<file path="config.mk">
export PLATFORM = sky130hd
export DESIGN_NAME = delimited_packet_deframer_unit
export DESIGN_NICKNAME = d
export VERILOG_FILES = /design/src/hdl/dpd_pkg.sv /design/src/hdl/dpd_core.sv /design/src/hdl/dpd_out_buf.sv /design/src/hdl/delimited_packet_deframer_unit.sv
export SDC_FILE = /design/constraint.sdc
export NUM_CORES = 1
export LEC_CHECK = 0
export BUFFER_PORTS_ARGS = -buffer_cell sky130_fd_sc_hd__buf_2
export CAP_MARGIN = 20
export CORE_MARGIN = 2
export CORE_UTILIZATION = 39
export CTS_CLUSTER_SIZE = 30
export DETAILED_ROUTE_END_ITERATION = 12
export PLACE_DENSITY = 0.62
export SLEW_MARGIN = 40
export SYNTH_ARGS = -nofsm -noshare
export SYNTH_HDL_FRONTEND = slang
export SYNTH_SLANG_ARGS = --single-unit
</file>
<file path="constraint.sdc">
create_clock -name clk -period 4.38 [get_ports clk]
set_input_delay 0.876 -clock clk [delete_from_list [all_inputs] [get_ports clk]]
set_output_delay 0.876 -clock clk [all_outputs]
set_load 0.03 [all_outputs]
</file>
<file path="src/hdl/dpd_pkg.sv">
// Shared types and constants for the delimited packet deframer.
// No dependencies; imported by the core, the output buffer and the top level.
package dpd_pkg;

  localparam logic [7:0] PLUS_CH  = 8'h2B;
  localparam logic [7:0] MINUS_CH = 8'h2D;

  localparam logic [15:0] HEADER_COUNT = 16'd3;
  localparam logic [15:0] TERM_COUNT   = 16'd3;
  localparam logic [1:0]  TERM_LAST    = 2'd2;

  localparam logic [8:0] TYPE_LIMIT_RESET = 9'd256;

  localparam logic [2:0] KIND_PAYLOAD = 3'd0;
  localparam logic [2:0] KIND_GOOD    = 3'd1;
  localparam logic [2:0] KIND_BADTYPE = 3'd2;
  localparam logic [2:0] KIND_NOTERM  = 3'd3;
  localparam logic [2:0] KIND_BADLEN  = 3'd4;

  typedef struct packed {
    logic [7:0] out_byte;
    logic [7:0] type_byte;
    logic [2:0] kind;
    logic       is_last;
  } res_t;

endpackage

</file>
<file path="src/hdl/dpd_core.sv">
// Frame parser: running state of the deframer, advanced once per accepted byte.
// Depends on dpd_pkg for the result type, delimiter bytes and result kinds.
module dpd_core (
  input  logic              clk,
  input  logic              rst,
  input  logic              step,
  input  logic [7:0]        in_byte,
  input  logic [8:0]        type_limit,
  output logic              res_valid,
  output dpd_pkg::res_t     res
);
  import dpd_pkg::*;

  localparam logic [2:0] PH_HUNT    = 3'd0;
  localparam logic [2:0] PH_SIZE_LO = 3'd1;
  localparam logic [2:0] PH_SIZE_HI = 3'd2;
  localparam logic [2:0] PH_TYPE    = 3'd3;
  localparam logic [2:0] PH_PAYLOAD = 3'd4;
  localparam logic [2:0] PH_TERM    = 3'd5;
  localparam logic [2:0] PH_SKIP    = 3'd6;

  logic [2:0]  phase, phase_next;
  logic [15:0] recent_bytes, recent_bytes_next;
  logic [7:0]  size_lo, size_lo_next;
  logic [15:0] remaining, remaining_next;
  logic [7:0]  held_type, held_type_next;
  logic        term_ok, term_ok_next;
  logic [1:0]  term_index, term_index_next;

  logic [15:0] frame_size;
  logic [15:0] rem_dec;
  logic        bad_type;

  assign frame_size = {in_byte, size_lo};
  assign rem_dec    = remaining - 16'd1;
  assign bad_type   = (in_byte == 8'd0) || ({1'b0, in_byte} >= type_limit);

  always_comb begin
    phase_next        = phase;
    recent_bytes_next = recent_bytes;
    size_lo_next      = size_lo;
    remaining_next    = remaining;
    held_type_next    = held_type;
    term_ok_next      = term_ok;
    term_index_next   = term_index;
    res_valid         = 1'b0;
    res               = '0;
    case (phase)
      PH_SIZE_LO: begin
        size_lo_next = in_byte;
        phase_next   = PH_SIZE_HI;
      end
      PH_SIZE_HI: begin
        if (frame_size < HEADER_COUNT) begin
          held_type_next    = 8'd0;
          phase_next        = PH_HUNT;
          recent_bytes_next = 16'd0;
          res_valid         = 1'b1;
          res.kind          = KIND_BADLEN;
          res.is_last       = 1'b1;
        end else begin
          remaining_next = frame_size - HEADER_COUNT;
          phase_next     = PH_TYPE;
        end
      end
      PH_TYPE: begin
        held_type_next = in_byte;
        if (bad_type) begin
          // skip payload plus terminator slot without results
          remaining_next  = remaining + TERM_COUNT;
          phase_next      = PH_SKIP;
          res_valid       = 1'b1;
          res.type_byte   = in_byte;
          res.kind        = KIND_BADTYPE;
          res.is_last     = 1'b1;
        end else begin
          term_ok_next    = 1'b1;
          term_index_next = 2'd0;
          phase_next      = (remaining == 16'd0) ? PH_TERM : PH_PAYLOAD;
        end
      end
      PH_PAYLOAD: begin
        remaining_next = rem_dec;
        if (rem_dec == 16'd0) begin
          term_ok_next    = 1'b1;
          term_index_next = 2'd0;
          phase_next      = PH_TERM;
        end
        res_valid       = 1'b1;
        res.out_byte    = in_byte;
        res.type_byte   = held_type;
        res.kind        = KIND_PAYLOAD;
      end
      PH_TERM: begin
        if (term_index == TERM_LAST) begin
          res_valid         = 1'b1;
          res.type_byte     = held_type;
          res.kind          = (term_ok && (in_byte == MINUS_CH)) ? KIND_GOOD : KIND_NOTERM;
          res.is_last       = 1'b1;
          term_index_next   = 2'd0;
          term_ok_next      = 1'b1;
          phase_next        = PH_HUNT;
          recent_bytes_next = 16'd0;
        end else begin
          term_index_next = term_index + 2'd1;
          if (in_byte != MINUS_CH) begin
            term_ok_next = 1'b0;
          end
        end
      end
      PH_SKIP: begin
        remaining_next = rem_dec;
        if (rem_dec == 16'd0) begin
          phase_next        = PH_HUNT;
          recent_bytes_next = 16'd0;
        end
      end
      default: begin
        // hunting; unused codes behave the same
        if (in_byte == PLUS_CH && recent_bytes == {PLUS_CH, PLUS_CH}) begin
          recent_bytes_next = 16'd0;
          phase_next        = PH_SIZE_LO;
        end else begin
          recent_bytes_next = {recent_bytes[7:0], in_byte};
          phase_next        = PH_HUNT;
        end
      end
    endcase
  end

  always_ff @(posedge clk) begin
    if (rst) begin
      phase        <= PH_HUNT;
      recent_bytes <= 16'd0;
      size_lo      <= 8'd0;
      remaining    <= 16'd0;
      held_type    <= 8'd0;
      term_ok      <= 1'b1;
      term_index   <= 2'd0;
    end else if (step) begin
      phase        <= phase_next;
      recent_bytes <= recent_bytes_next;
      size_lo      <= size_lo_next;
      remaining    <= remaining_next;
      held_type    <= held_type_next;
      term_ok      <= term_ok_next;
      term_index   <= term_index_next;
    end
  end

endmodule

</file>
<file path="src/hdl/dpd_out_buf.sv">
// Result register with a skid stage; its ready is registered, not taken from out_ready.
// Depends on dpd_pkg for the result type.
module dpd_out_buf (
  input  logic           clk,
  input  logic           rst,
  input  logic           push,
  input  dpd_pkg::res_t  push_res,
  output logic           can_push,
  output logic           out_valid,
  input  logic           out_ready,
  output dpd_pkg::res_t  out_res
);
  import dpd_pkg::*;

  logic skid_valid;
  res_t skid_res;
  logic pop;

  assign pop      = out_valid && out_ready;
  assign can_push = !skid_valid;

  always_ff @(posedge clk) begin
    if (rst) begin
      out_valid  <= 1'b0;
      skid_valid <= 1'b0;
    end else if (skid_valid) begin
      if (pop) begin
        skid_valid <= 1'b0;
      end
    end else if (push) begin
      if (out_valid && !pop) begin
        skid_valid <= 1'b1;
      end else begin
        out_valid <= 1'b1;
      end
    end else if (pop) begin
      out_valid <= 1'b0;
    end
  end

  always_ff @(posedge clk) begin
    if (skid_valid) begin
      if (pop) begin
        out_res <= skid_res;
      end
    end else if (push) begin
      if (out_valid && !pop) begin
        skid_res <= push_res;
      end else begin
        out_res <= push_res;
      end
    end
  end

endmodule

</file>
<file path="src/hdl/delimited_packet_deframer_unit.sv">
// Delimited packet deframer, top level: config register, parser core, output buffer.
// Depends on dpd_pkg, dpd_core and dpd_out_buf.
//
// Usage:
//   Input channel (in_valid/in_ready/in_byte) takes one link byte per request.
//   The parser hunts for "+++", reads a 16-bit little-endian size and a type
//   byte, then passes payload bytes on (kind payload) and closes each frame
//   with one is_last result: frame good, bad type, missing terminator or bad
//   length. Bad-type frame bytes are dropped without results. Output channel
//   (out_valid/out_ready) carries out_byte, type_byte, kind and is_last.
//   Config channel (cfg_valid/cfg_ready/type_limit), always ready, sets the
//   type limit; the user must write it only while the block idles (unenforced).
// Throughput:
//   One byte per cycle while in_ready is high. Each result is registered into
//   the output or skid register on the same edge that updates the parser state.
// Reset (rst, synchronous): parser returns to hunting, buffers empty,
//   type limit back to 256.
// Stall: when out_ready is low one further result is held in the skid
//   stage; in_ready then drops until the skid stage drains.
module delimited_packet_deframer_unit (
  input  logic       clk,
  input  logic       rst,
  input  logic       cfg_valid,
  output logic       cfg_ready,
  input  logic [8:0] type_limit,
  input  logic       in_valid,
  output logic       in_ready,
  input  logic [7:0] in_byte,
  output logic       out_valid,
  input  logic       out_ready,
  output logic [7:0] out_byte,
  output logic [7:0] type_byte,
  output logic [2:0] kind,
  output logic       is_last
);
  import dpd_pkg::*;

  logic [8:0] type_limit_reg;
  logic       step;
  logic       res_valid;
  res_t       res;
  res_t       out_res;

  assign cfg_ready = 1'b1;

  always_ff @(posedge clk) begin
    if (rst) begin
      type_limit_reg <= TYPE_LIMIT_RESET;
    end else if (cfg_valid) begin
      type_limit_reg <= type_limit;
    end
  end

  assign step = in_valid && in_ready;

  dpd_core u_core (
    .clk        (clk),
    .rst        (rst),
    .step       (step),
    .in_byte    (in_byte),
    .type_limit (type_limit_reg),
    .res_valid  (res_valid),
    .res        (res)
  );

  dpd_out_buf u_out_buf (
    .clk       (clk),
    .rst       (rst),
    .push      (step && res_valid),
    .push_res  (res),
    .can_push  (in_ready),
    .out_valid (out_valid),
    .out_ready (out_ready),
    .out_res   (out_res)
  );

  assign out_byte  = out_res.out_byte;
  assign type_byte = out_res.type_byte;
  assign kind      = out_res.kind;
  assign is_last   = out_res.is_last;

endmodule
</file>
== After elaboration in Yosys (flattened, before gate mapping) ==
Cells that the tools add are included.

* Word-level logic and storage cells: 127
* Memories kept: 0
* Latch bits: 0
* RAM bits: 0
* Register bits: 105
* ROM bits: 0
* Input bits: 22

* Divide/modulo/power cells: 0
* Shifts and indexed selects: 0
* Reduce and logical (&&, ||, !) cells: 29
* Bitwise operators: 2
* Eq/ne operators: 22
* Add/sub/neg operators: 4
* Magnitude comparators: 2
* Multiply operators: 0
* Mux-type cells: 50

{| class="wikitable"
|+ Operator list
! kind !! number
|-
| 16-bit two-way mux || 6
|-
| 20-bit two-way mux || 4
|-
| 16-bit one-hot mux with 4 select lines || 1
|-
| 16-bit one-hot mux with 3 select lines || 1
|-
| 16-bit logical NOT || 2
|-
| 12-bit two-way mux || 2
|-
| 8-bit one-hot mux with 3 select lines || 1
|-
| 3-bit one-hot mux with 6 select lines || 1
|-
| 16-bit by 2-bit adder with 16-bit output, second input constant || 1
|-
| 16-bit by 14-bit == test with 1-bit output, second input constant || 1
|-
| 8-bit by 6-bit == test with 1-bit output, second input constant || 2
|-
| 16-bit by 2-bit less-than comparator with 1-bit output, second input constant || 1
|-
| 1-bit two-way mux || 16
|-
| 8-bit two-way mux || 2
|-
| 8-bit one-hot mux with 2 select lines || 1
|-
| 16-bit by 1-bit subtractor with 16-bit output, second input constant || 1
|-
| 16-bit by 2-bit subtractor with 16-bit output, second input constant || 1
|-
| 3-bit two-way mux || 4
|-
| 2-bit by 1-bit inequality test with 1-bit output, second input constant || 6
|-
| 3-bit AND reduction || 4
|-
| 4-bit AND reduction || 3
|-
| 2-bit two-way mux || 5
|-
| 5-bit AND reduction || 2
|-
| 3-bit == test, second input constant || 3
|-
| 23 further kinds || 38
|}

== Logic depth before layout (Yosys ltp) ==
* Depth in word-level cells: 8
* Gate-level depth with buffers: 11

== Cells and area by module ==
From an unflattened synthesis, not the netlist that was laid out.

* Cell total of the unflattened synthesis: 613
* Area total of the unflattened synthesis: 6,014.5 µm²

{| class="wikitable"
|+ By module, submodules not included
! module !! seq. area each (µm²) !! instances !! cells each !! area an instance (µm²)
|-
| dpd_core || 1,081.0 || 1 || 504 || 4,006.3
|-
| dpd_out_buf || 1,241.2 || 1 || 76 || 1,660.3
|-
| delimited_packet_deframer_unit || 180.2 || 1 || 33 || 347.8
|}

== Worst setup path after synthesis ==
OpenSTA, ideal clock, no wires.

* Kind: in2reg
* Start: input port in_byte[3]
* End: register u_out_buf.skid_res[0] (netlist bit) (enable)
* Data arrival time: 3,851 ps
* Library setup time: 427 ps
* Required time: 3,953 ps
* Path slack: 102 ps
* Stages: 8
* Buffers on the path: 1
* Cells stage by stage: ha_1 > and4_1 > a21oi_1 > a211oi_1 > o31a_1 > buf_2 > o31ai_1 > nor3b_1

* Cells in the longest elaborated chain, start to end: 6
* Elaborated cells on any way between the ends: 9

{| class="wikitable"
|+ RTL lines
! element !! line !! source
|-
| start: declaration || delimited_packet_deframer_unit.sv:28 || <nowiki>input logic [7:0] in_byte,</nowiki>
|-
| parallel branches: the longest is 3 deep, another holds 16-bit by 2-bit less-than comparator with 1-bit output || - ||
|-
| 1-bit one-hot mux with 4 select lines (*) || dpd_core.sv:48 || <nowiki>case (phase)</nowiki>
|-
| 1-bit logical AND (*) || delimited_packet_deframer_unit.sv:69 || <nowiki>.push (step && res_valid),</nowiki>
|-
| 3-bit AND reduction (no source line) (*) || - ||
|-
| end signal: assignment || dpd_out_buf.sv:48 || <nowiki>skid_res <= push_res;</nowiki>
|-
| end: declaration || dpd_out_buf.sv:16 || <nowiki>res_t skid_res;</nowiki>
|}

Mark *: on every way between the ends.
A chain may end at the register's enable or synchronous reset.

== Worst setup path after layout ==
* Start: input port in_byte[3]
* End: register u_out_buf.skid_res[14] (netlist bit) (enable)

Same word-level chain as after synthesis.

==> summary.txt <==
Layout
  – Fillers: 1438
  – Largest registers: u_out_buf.out_res: 20 flops, u_out_buf.skid_res: 20 flops
  – Layout area overhead: 8.71%
  – Area occupied by multi-input gates: 0.00307 mm²
  – # diodes: 0
  – Final core utilization: 0.428
  – Seq. cell area: 0.00250 mm²
  – Fraction of layout cells with a size suffix above 1: 0.179
  – Nets@finish: between 600 and 700

STA
  – Max_slew headroom: 0.468
  – Final setup margin: about 1.1 ns
  – Hold Vio Cnt, Final: 0
  – Worst slew pin tran: 0.792 ns
  – Final number of setup-violating endpoints: 0
  – Fin crit share: 0.757
  – Final Max Slew Viols: 0
  – RSZ-0062 raised after global routing: false
  – Post-route minimum period: between 3 and 4 ns
  – Skew final: about 0.014 ns
  – Max Clock Freq: 302 MHz
  – Setup TNS: 0 ns

Global routing
  – Pin count of the biggest net entering global routing: 36
  – Vias in the first global route: 4759
  – GR Util All Layers: 0.190
  – Initial antenna violation count: 0
  – First-pass GRT wire length: around 25000 µm
  – GR Overflow Total: 0

Logic synthesis
  – Yosys cell types: slightly above 70
  – Yosys reg bits: 105
  – Ys Warns: 0
  – Synth top area cells: dfxtp_1 22%, edfxtp_1 20%, nor2_1 4.9%, a21oi_1 3.9%, mux2_2 3.6%
  – Syn avg cell area: roughly 9.3 µm²
  – Post-synth EDFFs: 40
  – Yosys top cell area share: 0.220
  – Leading area contributor after synthesis: dfxtp_1
  – Syn_nets: 671
  – Synth Flop Type: dfxtp_1
  – Register area share after synthesis: 0.423
  – Cell Area, Synth: 0.00592 mm²
  – Synthesized instance count: 637
  – Fraction of registers with async set/reset: 0

Worst setup path
  – Critical Path RT: between 4 and 5 ns
  – Worst setup EP type: register
  – Reg2Reg Setup Slack: 1.24 ns
  – Slowest-stage cell, CP: o31a_1
  – Critical path class: in -> reg
  – Slowest stage delay, CP: 0.55 ns
  – CP Max Fanout: 20
  – Reg2reg start: u_core.size_lo[0]
  – Crit-path cells: buf_2, ha_1, and4_1, a21oi_1, a211oi_1, o31a_1, o31ai_1, nor3b_2, buf_4
  – Worst reg2reg endpoint: u_out_buf.skid_res[14]
  – Worst Setup Start Kind: primary input
  – R2R depth: 8
  – Worst EP arrival: about 3.4 ns

Place
  – Post-DP HPWL: 10700 µm
  – GPL Wtd Cong: 0.888
  – Place WS: 0.699 ns
  – Port Buffers: 43

Floorplanning
  – Chip Height: 127 µm
  – Cell row count: 45
  – Core area: 0.0150 mm²
  – Initial core utilization: 0.394
  – Die X: about 130 µm
  – I/O pin count: 45
  – Die ar.: 0.0162 mm²

Drt
  – Total routed wirelength: 15400 µm
  – Drt pass-1 iters: 6
  – Via-to-Cell Ratio: 5.97
  – Residual DRC: 0
  – WL/cell: 18.3 µm
  – Final ANT Viol Nets: 0
  – Iteration-0 DRC Markers: 418
  – Total number of vias: about 5000

Clock network
  – CTS tree: yes
  – Clock Path Buffers: 2
  – Total CTS buffers: 9
  – Setup Fix Bufs, Post-CTS: 0
  – CTS resizes: 0
  – CTS sink count: 105
  – H-tree levels: 3
  – Clock Tree Root: clkbuf_16
  – # hold bufs at CTS: 0
  – Clk slew on worst S/H paths: 0.07 ns
  – Clock insertion delay at the later pin of the skew report: between 0.3 and 0.4 ns

Outcome
  – Outcome: complete, no violations

Pwr
  – Power per Cell Area: 328 mW/mm²
  – Max VDD drop: approximately 190 µV
  – Leak: ~0.0022 µW

Flow run
  – Max-cap violations: 0

Hold path
  – Worst Hold Depth: 2
  – Hold path endpoint: u_core.held_type[7]
  – Hold Startpoint: u_core.held_type[7]
  – Worst Hold Class: reg -> reg
==> cells in the mapped netlist, types with 5 or more instances <==
cell	count
nor2_1	78
dfxtp_1	65
nand2_1	48
a21oi_1	46
edfxtp_1	40
clkbuf_1	25
nand3_1	24
o21ai_0	20
mux2_2	19
nor3_1	19
inv_1	17
mux2i_1	17
a211oi_1	14
a22oi_1	13
xnor2_1	13
and3_1	12
buf_2	12
ha_1	12
a22o_1	8
nor4_1	8
buf_6	7
nor2b_1	7
o211ai_1	7
a22oi_2	6
a31oi_1	6
o22ai_1	6
xor2_1	5
==> placed cells by master (no fill, tap or decap), drive strengths merged, types with 3 or more instances in the layout <==
master / instances
a211o: 4
a211oi: 15
a21oi: 46
a22o: 8
a22oi: 19
a31oi: 6
and3: 12
and3b: 3
buf: 51
clkbuf: 9
clkinv: 3
dfxtp: 65
edfxtp: 40
ha: 12
inv: 20
mux2: 19
mux2i: 17
nand2: 48
nand3: 24
nand4b: 3
nor2: 78
nor2b: 7
nor3: 23
nor4: 12
nor4bb: 3
o211ai: 7
o21a: 3
o21ai: 25
o221ai: 3
o22ai: 6
o31ai: 4
or3: 4
or4: 3
xnor2: 13
xor2: 5
==> per-stage QoR <==
step           power [µW]  hold WS [ns]  instance area (µm²)  cells
2_1_floorplan        1280         0.432                 5920    637
3_3_place_gp         1330         0.437                 6140    824
3_5_place_dp         1340         0.446                 6150    824
4_1_cts              2120         0.456                 6430    840
5_1_grt              2190         0.476                 6430    840
6_report             2110         0.456                 6430    840
==> cells by family after synthesis <==
family | after synthesis | share of synthesized area
adders and majority gates | 12 | 0.0254
DFF | 105 | 0.423
and+or+nand+nor | 229 | 0.201
muxes | 36 | 0.0649
xor gates and xnor gates | 18 | 0.0266
AOI/OAI and AO/OA | 167 | 0.198
other | 1 | 0.000634
buffers and inverters | 69 | 0.0611
==> worst max path at each step <==
stage / from / to / slack (ns)
final: in_byte[3] / u_out_buf.skid_res[14] / 1.06
after detailed placement: in_byte[3] / u_out_buf.out_res[4] / 0.70
after global placement: in_byte[2] / u_out_buf.skid_res[9] / 0.79
after floorplan: in_byte[3] / u_out_buf.skid_res[0] / 0.10
after global routing: in_byte[3] / u_out_buf.out_res[1] / 0.87
after CTS: in_byte[3] / u_out_buf.skid_res[12] / 1.07
==> critical path, delay by kind of cell <==
family,cells,cell delay (ns)
adder cells (fa/ha/maj),1,0.33
buffers and inverters,2,0.46
AND/OR/NAND/NOR,2,0.43
AO/OA/AOI/OAI,4,1.24
==> routing by layer <==
layer | track usage | vias to the layer above | part of all wire | routed length [µm]
li1 | - | 2378 | - | -
met4 | 0.0866 | 0 | 0.023 | 349
met2 | 0.293 | 203 | 0.47 | 7180
met1 | 0.258 | 2401 | 0.45 | 6920
met5 | 0 | - | 0 | 0
met3 | 0.0398 | 29 | 0.060 | 930
==> report_power, final <==
| part | leakage, µW | total (µW) | internal (µW) | switching [µW] |
|---|---|---|---|---|
| combinational | 0.00125 | 263 | 98.8 | 164 |
| sequential | 0.000850 | 1060 | 1030 | 30.8 |
| clock | 0.000141 | 788 | 397 | 391 |
==> cell type report <==
type                       count  share of cell area
multi-input combinational    463               0.477
sequential                   105               0.389
tap                          188              0.0366
timing repair buffer          51              0.0428
clock inverter                 7             0.00992
clock buffer                   9              0.0350
inverter                      17             0.00992
Power figures use the tool's default switching activity.
